## src/hw/rtl/spra_pkg.sv

```systemverilog
// ----------------------------------------------------------------------------
// spra_pkg
// Shared types and constants for the SPI register access master.
// ----------------------------------------------------------------------------
package spra_pkg;

  localparam int FRAME_BITS = 24;
  localparam int BIT_W      = $clog2(FRAME_BITS + 1);
  localparam int CNT_W      = 16;
  localparam int WORD_W     = 16;
  localparam int ADDR_W     = 7;
  localparam int CFG_IDX_W  = 8;

  // Register indexes on the configuration port
  localparam logic [CFG_IDX_W-1:0] CFG_HALF_PERIOD = 8'd0;
  localparam logic [CFG_IDX_W-1:0] CFG_START_DELAY = 8'd1;

  localparam logic [CNT_W-1:0] HALF_PERIOD_RST = 16'd5;
  localparam logic [CNT_W-1:0] START_DELAY_RST = 16'd500;

  typedef enum logic [1:0] {
    PH_IDLE  = 2'd0,
    PH_START = 2'd1,
    PH_LOW   = 2'd2,
    PH_HIGH  = 2'd3
  } phase_t;

endpackage

```

## src/hw/rtl/spra_if.sv

```systemverilog
// ----------------------------------------------------------------------------
// spra channel interfaces
// Valid/ready channels for tick beats, result beats and register writes.
// ----------------------------------------------------------------------------
interface spra_in_if;
  logic        valid;
  logic        ready;
  logic        go;
  logic        op;
  logic [6:0]  reg_address;
  logic [15:0] write_data;
  logic        new_block;
  logic        miso_in;

  modport source (output valid, go, op, reg_address, write_data, new_block, miso_in,
                  input ready);
  modport sink   (input valid, go, op, reg_address, write_data, new_block, miso_in,
                  output ready);
endinterface

interface spra_out_if;
  logic        valid;
  logic        ready;
  logic        sclk_out;
  logic        mosi_out;
  logic        busy_res;
  logic        done_res;
  logic [15:0] read_data;
  logic [15:0] checksum;

  modport source (output valid, sclk_out, mosi_out, busy_res, done_res, read_data,
                  checksum, input ready);
  modport sink   (input valid, sclk_out, mosi_out, busy_res, done_res, read_data,
                  checksum, output ready);
endinterface

interface spra_cfg_if;
  logic        valid;
  logic        ready;
  logic [7:0]  index;
  logic [15:0] data;

  modport source (output valid, index, data, input ready);
  modport sink   (input valid, index, data, output ready);
endinterface

```

## src/hw/rtl/spi_register_access_master_core.sv

```systemverilog
// ----------------------------------------------------------------------------
// spi_register_access_master_core
// SPI master for 16-bit register reads and writes with a running checksum.
// ----------------------------------------------------------------------------
// Each input beat is one time tick of the serial waveform and yields exactly
// one result beat showing the line and status state after that tick. A beat
// is taken every clock cycle: the tick logic is a single pass from the state
// registers into the result register, and the input stays ready while a
// result waits, provided the result register is free or is being taken in
// the same cycle. Each result beat is valid in the cycle after its tick is taken. On a
// go tick in idle the clock drops for start_delay_ticks ticks (counting the
// go tick), then 24 bits go out MSB first: address byte (bit 7 set for a
// read) and 16 data bits, each as a low half and a high half of
// half_period_ticks ticks. MISO is sampled on the last tick of each low
// half. A zero register value behaves as one. Registers should be written
// only while no access is running; the write port is always ready.
// ----------------------------------------------------------------------------
module spi_register_access_master_core
  import spra_pkg::*;
(
  input  logic      clk,
  input  logic      rst_n,
  spra_in_if.sink   in_ch,
  spra_out_if.source out_ch,
  spra_cfg_if.sink  cfg_ch
);

  // configuration
  logic [CNT_W-1:0]  half_period_r;
  logic [CNT_W-1:0]  start_delay_r;

  // serial engine state
  phase_t            phase_r, phase_nxt;
  logic [CNT_W-1:0]  tick_r, tick_nxt;
  logic [BIT_W-1:0]  bit_idx_r, bit_idx_nxt;
  logic [BIT_W-1:0]  bit_idx_inc;
  logic [FRAME_BITS-1:0] out_shift_r, out_shift_nxt;
  logic [WORD_W-1:0] in_shift_r, in_shift_nxt;
  logic              is_read_r, is_read_nxt;
  logic [7:0]        sum_r, sum_nxt;
  logic [7:0]        xor_r, xor_nxt;
  logic              sclk_r, sclk_nxt;
  logic              mosi_r, mosi_nxt;
  logic [WORD_W-1:0] last_read_r, last_read_nxt;
  logic              done_nxt;
  logic [WORD_W-1:0] word;

  // result register
  logic              out_valid_r;
  logic              done_r;
  logic              busy_r;

  logic in_fire;

  assign in_ch.ready  = !out_valid_r || out_ch.ready;
  assign in_fire      = in_ch.valid && in_ch.ready;
  assign cfg_ch.ready = 1'b1;

  // register writes; unknown indexes are dropped
  always_ff @(posedge clk) begin
    if (!rst_n) begin
      half_period_r <= HALF_PERIOD_RST;
      start_delay_r <= START_DELAY_RST;
    end else if (cfg_ch.valid) begin
      unique case (cfg_ch.index)
        CFG_HALF_PERIOD: half_period_r <= cfg_ch.data;
        CFG_START_DELAY: start_delay_r <= cfg_ch.data;
        default: ;
      endcase
    end
  end

  // word that goes into the checksum: received word for a read, the sent
  // word (back in the low bits after a full rotation) for a write
  assign word        = is_read_r ? in_shift_r : out_shift_r[WORD_W-1:0];
  assign bit_idx_inc = bit_idx_r + 1'b1;

  always_comb begin
    phase_nxt     = phase_r;
    tick_nxt      = tick_r;
    bit_idx_nxt   = bit_idx_r;
    out_shift_nxt = out_shift_r;
    in_shift_nxt  = in_shift_r;
    is_read_nxt   = is_read_r;
    sum_nxt       = sum_r;
    xor_nxt       = xor_r;
    sclk_nxt      = sclk_r;
    mosi_nxt      = mosi_r;
    last_read_nxt = last_read_r;
    done_nxt      = 1'b0;
    unique case (phase_r)
      PH_IDLE: begin
        if (in_ch.go) begin
          is_read_nxt   = in_ch.op;
          out_shift_nxt = {in_ch.op, in_ch.reg_address,
                           in_ch.op ? {WORD_W{1'b0}} : in_ch.write_data};
          in_shift_nxt  = '0;
          bit_idx_nxt   = '0;
          if (in_ch.new_block) begin
            sum_nxt = '0;
            xor_nxt = '0;
          end
          sclk_nxt  = 1'b0;
          tick_nxt  = CNT_W'(1);
          phase_nxt = PH_START;
        end
      end
      PH_START: begin
        if (tick_r >= start_delay_r) begin
          sclk_nxt  = 1'b0;
          mosi_nxt  = out_shift_r[FRAME_BITS-1];
          tick_nxt  = CNT_W'(1);
          phase_nxt = PH_LOW;
        end else begin
          tick_nxt = tick_r + 1'b1;
        end
      end
      PH_LOW: begin
        if (tick_r >= half_period_r) begin
          // sample and rotate; clock rises
          in_shift_nxt  = {in_shift_r[WORD_W-2:0], in_ch.miso_in};
          out_shift_nxt = {out_shift_r[FRAME_BITS-2:0], out_shift_r[FRAME_BITS-1]};
          sclk_nxt      = 1'b1;
          tick_nxt      = CNT_W'(1);
          phase_nxt     = PH_HIGH;
        end else begin
          tick_nxt = tick_r + 1'b1;
        end
      end
      PH_HIGH: begin
        if (tick_r >= half_period_r) begin
          bit_idx_nxt = bit_idx_inc;
          if (bit_idx_inc >= BIT_W'(FRAME_BITS)) begin
            if (is_read_r) last_read_nxt = in_shift_r;
            sum_nxt   = sum_r + word[7:0] + word[15:8];
            xor_nxt   = xor_r ^ word[7:0] ^ word[15:8];
            tick_nxt  = '0;
            phase_nxt = PH_IDLE;
            done_nxt  = 1'b1;
          end else begin
            sclk_nxt  = 1'b0;
            mosi_nxt  = out_shift_r[FRAME_BITS-1];
            tick_nxt  = CNT_W'(1);
            phase_nxt = PH_LOW;
          end
        end else begin
          tick_nxt = tick_r + 1'b1;
        end
      end
      default: ;
    endcase
  end

  // state advances once per accepted tick
  always_ff @(posedge clk) begin
    if (!rst_n) begin
      phase_r     <= PH_IDLE;
      tick_r      <= '0;
      bit_idx_r   <= '0;
      out_shift_r <= '0;
      in_shift_r  <= '0;
      is_read_r   <= 1'b0;
      sum_r       <= '0;
      xor_r       <= '0;
      sclk_r      <= 1'b1;
      mosi_r      <= 1'b1;
      last_read_r <= '0;
    end else if (in_fire) begin
      phase_r     <= phase_nxt;
      tick_r      <= tick_nxt;
      bit_idx_r   <= bit_idx_nxt;
      out_shift_r <= out_shift_nxt;
      in_shift_r  <= in_shift_nxt;
      is_read_r   <= is_read_nxt;
      sum_r       <= sum_nxt;
      xor_r       <= xor_nxt;
      sclk_r      <= sclk_nxt;
      mosi_r      <= mosi_nxt;
      last_read_r <= last_read_nxt;
    end
  end

  // result beat: held until taken
  always_ff @(posedge clk) begin
    if (!rst_n) begin
      out_valid_r <= 1'b0;
    end else if (in_fire) begin
      out_valid_r <= 1'b1;
    end else if (out_ch.ready) begin
      out_valid_r <= 1'b0;
    end
  end

  always_ff @(posedge clk) begin
    if (in_fire) begin
      done_r <= done_nxt;
      busy_r <= (phase_nxt != PH_IDLE);
    end
  end

  // line and status fields mirror the state after the last accepted tick
  assign out_ch.valid     = out_valid_r;
  assign out_ch.sclk_out  = sclk_r;
  assign out_ch.mosi_out  = mosi_r;
  assign out_ch.busy_res  = busy_r;
  assign out_ch.done_res  = done_r;
  assign out_ch.read_data = last_read_r;
  assign out_ch.checksum  = {xor_r, sum_r};

endmodule

```

## src/flat_wrapper.sv

```systemverilog
// flat-port wrapper written by rule: the top's interface ports become plain ports
module spi_register_access_master_core_flat import spra_pkg::*;
  (clk, rst_n, in_ch_valid, in_ch_go, in_ch_op, in_ch_reg_address, in_ch_write_data, in_ch_new_block, in_ch_miso_in, in_ch_ready, out_ch_valid, out_ch_sclk_out, out_ch_mosi_out, out_ch_busy_res, out_ch_done_res, out_ch_read_data, out_ch_checksum, out_ch_ready, cfg_ch_valid, cfg_ch_index, cfg_ch_data, cfg_ch_ready);
  spra_in_if in_ch_i ();
  spra_out_if out_ch_i ();
  spra_cfg_if cfg_ch_i ();
  input  logic clk;
  input  logic rst_n;
  input wire logic [$bits(in_ch_i.valid)-1:0] in_ch_valid;
  input wire logic [$bits(in_ch_i.go)-1:0] in_ch_go;
  input wire logic [$bits(in_ch_i.op)-1:0] in_ch_op;
  input wire logic [$bits(in_ch_i.reg_address)-1:0] in_ch_reg_address;
  input wire logic [$bits(in_ch_i.write_data)-1:0] in_ch_write_data;
  input wire logic [$bits(in_ch_i.new_block)-1:0] in_ch_new_block;
  input wire logic [$bits(in_ch_i.miso_in)-1:0] in_ch_miso_in;
  output wire logic [$bits(in_ch_i.ready)-1:0] in_ch_ready;
  output wire logic [$bits(out_ch_i.valid)-1:0] out_ch_valid;
  output wire logic [$bits(out_ch_i.sclk_out)-1:0] out_ch_sclk_out;
  output wire logic [$bits(out_ch_i.mosi_out)-1:0] out_ch_mosi_out;
  output wire logic [$bits(out_ch_i.busy_res)-1:0] out_ch_busy_res;
  output wire logic [$bits(out_ch_i.done_res)-1:0] out_ch_done_res;
  output wire logic [$bits(out_ch_i.read_data)-1:0] out_ch_read_data;
  output wire logic [$bits(out_ch_i.checksum)-1:0] out_ch_checksum;
  input wire logic [$bits(out_ch_i.ready)-1:0] out_ch_ready;
  input wire logic [$bits(cfg_ch_i.valid)-1:0] cfg_ch_valid;
  input wire logic [$bits(cfg_ch_i.index)-1:0] cfg_ch_index;
  input wire logic [$bits(cfg_ch_i.data)-1:0] cfg_ch_data;
  output wire logic [$bits(cfg_ch_i.ready)-1:0] cfg_ch_ready;
  assign in_ch_i.valid = in_ch_valid;
  assign in_ch_i.go = in_ch_go;
  assign in_ch_i.op = in_ch_op;
  assign in_ch_i.reg_address = in_ch_reg_address;
  assign in_ch_i.write_data = in_ch_write_data;
  assign in_ch_i.new_block = in_ch_new_block;
  assign in_ch_i.miso_in = in_ch_miso_in;
  assign in_ch_ready = in_ch_i.ready;
  assign out_ch_valid = out_ch_i.valid;
  assign out_ch_sclk_out = out_ch_i.sclk_out;
  assign out_ch_mosi_out = out_ch_i.mosi_out;
  assign out_ch_busy_res = out_ch_i.busy_res;
  assign out_ch_done_res = out_ch_i.done_res;
  assign out_ch_read_data = out_ch_i.read_data;
  assign out_ch_checksum = out_ch_i.checksum;
  assign out_ch_i.ready = out_ch_ready;
  assign cfg_ch_i.valid = cfg_ch_valid;
  assign cfg_ch_i.index = cfg_ch_index;
  assign cfg_ch_i.data = cfg_ch_data;
  assign cfg_ch_ready = cfg_ch_i.ready;
  spi_register_access_master_core u_core (.clk(clk), .rst_n(rst_n), .in_ch(in_ch_i), .out_ch(out_ch_i), .cfg_ch(cfg_ch_i));
endmodule
```

## config.mk

```make
export PLATFORM = sky130hd
export DESIGN_NAME = spi_register_access_master_core_flat
export DESIGN_NICKNAME = d
export VERILOG_FILES = /design/src/hw/rtl/spra_pkg.sv /design/src/hw/rtl/spra_if.sv /design/src/hw/rtl/spi_register_access_master_core.sv /design/src/flat_wrapper.sv
export SDC_FILE = /design/constraint.sdc
export NUM_CORES = 1
export LEC_CHECK = 0
export ABC_AREA = 1
export BUFFER_PORTS_ARGS = -buffer_cell sky130_fd_sc_hd__buf_2
export CORE_MARGIN = 2
export CORE_UTILIZATION = 60
export CTS_CLUSTER_DIAMETER = 120
export DETAILED_ROUTE_END_ITERATION = 12
export PLACE_DENSITY = 0.82
export SYNTH_ARGS = -nofsm -noshare
export SYNTH_HDL_FRONTEND = slang
export SYNTH_SLANG_ARGS = --single-unit
```

## constraint.sdc

```tcl
create_clock -name clk -period 4.2 [get_ports clk]
set_input_delay 0 -clock clk [delete_from_list [all_inputs] [get_ports clk]]
set_output_delay 0 -clock clk [all_outputs]
set_load 0.05 [all_outputs]
```

==> results.md <==
- # Post-CTS Setup Buffers: 0
- Commonest non-fill, non-tap cell in the layout: nand2_1
- Crit end category: flop
- CP peak stage delay: 0.45 ns
- Total core area: around 12,000 sq um
- Post_cts resized: 0
- Final wirelength: between 15,000 and 20,000 um
- H-Tree Level Count: 4
- Flop-to-flop setup slack: approximately 1.1 ns
- Initial antenna violation count: 0
- Unrepaired setup endpoints after global routing: false
- Final setup viols: 0
- Hold Crit Class: primary input to flop
- Antenna Cells: 0
- Critical path required time: approximately 4.6 ns
- Clk_lat worst skew: about 0.43 ns
- Grt total ovfl: 0
- TritonCTS clock tree: built
- Post-synthesis adder-cell area fraction: 0.0909
- Asr flop ratio synth: 0
- Slew @ Worst Pin: around 1 ns
- Compound-cell area share of the yosys netlist: 0.150
- Rel. slew slack: 0.314
- Initial DRC Count: roughly 620
- DRT antenna net count: 0
- Num CTS Buffers: 17
- DPL Wire Length: between 10,000 and 15,000 um
- First-pass GRT wire length: just over 30,000 um
- Commonest cells after routing, fill and taps aside: nand2_1 (276), dfxtp_1 (131), inv_1 (122)
- Worst Setup EP: u_core.sum_r[7]
- Initial Util: 0.617
- Crit Reg-Reg Endpoint: u_core.sum_r[7]
- Critical Path Most Common Cell: o21ai_0
- XOR/XNOR share of the synthesized area: 0.0260
- Chip Height: between 100 and 150 um
- Final net count: roughly 1,300
- Synth cell types: 39
- Post-synth EDFFs: 2
- Area Growth Syn to Fin: 18.7%
- Routed length per instance: between 10 and 15 um
- Width of the chip: approximately 120 um
- Vias/cell: 5.53
- Maximum clock rate: 322 MHz
- Fillers: just under 1,000
- Mapped Nets: around 1,200
- Sequential fraction of the synthesis area: 0.362
- Synth Area in Simple Gates: 0.274
- Fin. max-slew vios: 0
- CP Max Fanout: 26
- Die area: around 13,000 sq um
- Clock Skews: around 0.0088 ns
- CTS root buf: clkbuf_16
- Synthesized area per cell: between 6 and 7 sq um
- Total chip power: 3.24 mW
- Worst-path clk slew: ~0.060 ns
- Critical-path cell list: buf_4, inv_2, o21ai_0, inv_1, fa_1, ha_1, a21oi_1, o21ai_0, o21ai_0, nand3_1, nand2_1, nand2_1, nor2_1
- Status: completed
- Vias in the first global route: ~6,600
- Synth warnings: 0
- Post-route setup TNS: 0 ns
- Crit path launch: u_core.is_read_r
- Io pins: 95
- Synth Flop Type: dfxtp_1
- FF-to-FF Start: u_core.is_read_r
- Router iterations before antenna repair: 5
- FF-to-FF path depth: 13
- VDD IR-drop max: between 0.2 and 0.25 mV
- Max-cap violation count: 0
- Slowest CP cell: dfxtp_1
- Largest family of logic cells by synthesized area: simple AND/OR/NAND/NOR gates
- LEAKAGE: 4.05 nW
- Share of layout cells above drive strength 1: 0.130
- DRC viols: 0
- Post-synthesis mux area share: 0
- Pin count of the biggest net entering global routing: between 50 and 60
- CP Data Arrival Time: approximately 3.5 ns
- Cell row count: 40
- RePlAce Congestion: approximately 0.87
- Final period utilization: 0.740
- Syn Inst Count: about 1,100
- Via Count: approximately 7,300
- Synthesized area: around 7400 sq um
- Post-synthesis register bit count: around 130
- Critical path class: flop to flop
- Cts hold-fix bufs: 33
- Power density cells: around 370 nW/um^2
- Clk sink count: around 130
- Port Buffers: between 90 and 100
- Total global-route track usage: 0.293
- Final Critical Period: 3.11 ns
- Final hold vios: 0
- Max Buffers Root-to-Sink: 2
- Critical Path Start Type: flop
## synth_stat cells (2+ instances only)
cell      number  share of area
edfxtp_1       2         0.0081
o21ai_0       75          0.051
nor2_2         4         0.0034
xor2_1        19          0.022
o211ai_1       8         0.0081
or2_1          7         0.0059
nand4_1       40          0.034
inv_2          5         0.0025
a21oi_1      121          0.082
buf_2         12         0.0081
or2_2          4         0.0034
nand2_2        2         0.0017
nand4_2        2         0.0034
buf_1          2         0.0010
nand2_1      276           0.14
nor2_1        61          0.031
buf_4          7         0.0071
o21a_1         3         0.0030
xnor2_1        3         0.0035
dfxtp_1      131           0.35
nor3_1         5         0.0034
inv_1        123          0.062
nor4_1         3         0.0025
nand3_1       47          0.032
fa_1           8          0.022
nand3b_1       7         0.0071
clkbuf_1      29          0.015
nor2_4         2         0.0030
ha_1          41          0.069
## worst min path at each step
stage                        start                       to  slack [ns]  depth (start not counted)
2_1_floorplan       cfg_ch_data[0]  u_core.half_period_r[0]        0.11                          2
3_3_place_gp        cfg_ch_data[6]  u_core.start_delay_r[6]        0.23                          3
3_5_place_dp        cfg_ch_data[7]  u_core.start_delay_r[7]        0.24                          3
4_1_cts        in_ch_write_data[3]    u_core.out_shift_r[3]       0.004                          5
5_1_grt        in_ch_write_data[6]    u_core.out_shift_r[6]        0.06                          5
6_report       in_ch_write_data[4]    u_core.out_shift_r[4]       0.008                          5
## critical path: cells and delay by family, from the launching register on
kind | cells | cell delay, ns
buffers and inverters | 3 | 0.60
adder cells (fa/ha/maj) | 2 | 0.83
AO/OA/AOI/OAI | 4 | 0.84
flip-flops | 1 | 0.45
AND/OR/NAND/NOR | 4 | 0.32
## kinds of logic after synthesis
kind of cell,Yosys count
compound gates,213
xor+xnor,22
fa+ha+maj,49
buf+inv,179
flops,133
other cells,1
simple gates,462
## cell type report
type	instances	area (sq um)	area share
clock buffer	17	425	0.0484
clock inverter	15	180	0.0205
inverter	128	480	0.0547
multi-input combinational	747	4010	0.456
sequential	133	2680	0.305
tap	147	184	0.0209
timing repair buffer	131	833	0.0948
## state kept, by name (all words and copies together) (netlist names), 2 cells and up
register / count
u_core.out_shift_r: 24
u_core.sum_r: 8
u_core.tick_r: 16
u_core.bit_idx_r: 5
u_core.out_ch.read_data: 16
u_core.phase_r: 2
u_core.in_shift_r: 16
u_core.half_period_r: 16
u_core.xor_r: 8
u_core.start_delay_r: 16
## stage by stage
stage / instances / hold WS (ns) / cell area, sq um / util / setup WS, ns
6_report: 1318 / 0.00784 / 8790 / 0.732 / 1.09
5_1_grt: 1318 / 0.0628 / 8790 / 0.732 / 0.839
4_1_cts: 1318 / 0.00380 / 8790 / 0.732 / 1.14
3_3_place_gp: 1253 / 0.227 / 7860 / 0.654 / 1.26
3_5_place_dp: 1253 / 0.237 / 7860 / 0.654 / 1.20
2_1_floorplan: 1059 / 0.113 / 7410 / - / 1.66
## metal layers
layer / global-route usage / up-vias / share of wire
met2: 0.460 / 283 / 0.46
met4: 0.118 / 0 / 0.022
li1: - / 3653 / -
met3: 0.0701 / 34 / 0.074
met5: 0 / - / 0
met1: 0.390 / 3314 / 0.44
## report_power, final
| group | total (mW) | internal (mW) | switching [mW] |
|---|---|---|---|
| Clock | 1.53 | 0.935 | 0.590 |
| Combinational | 0.401 | 0.130 | 0.271 |
| Sequential | 1.32 | 1.29 | 0.0211 |
No activity file was read; power rests on OpenSTA's default activity.
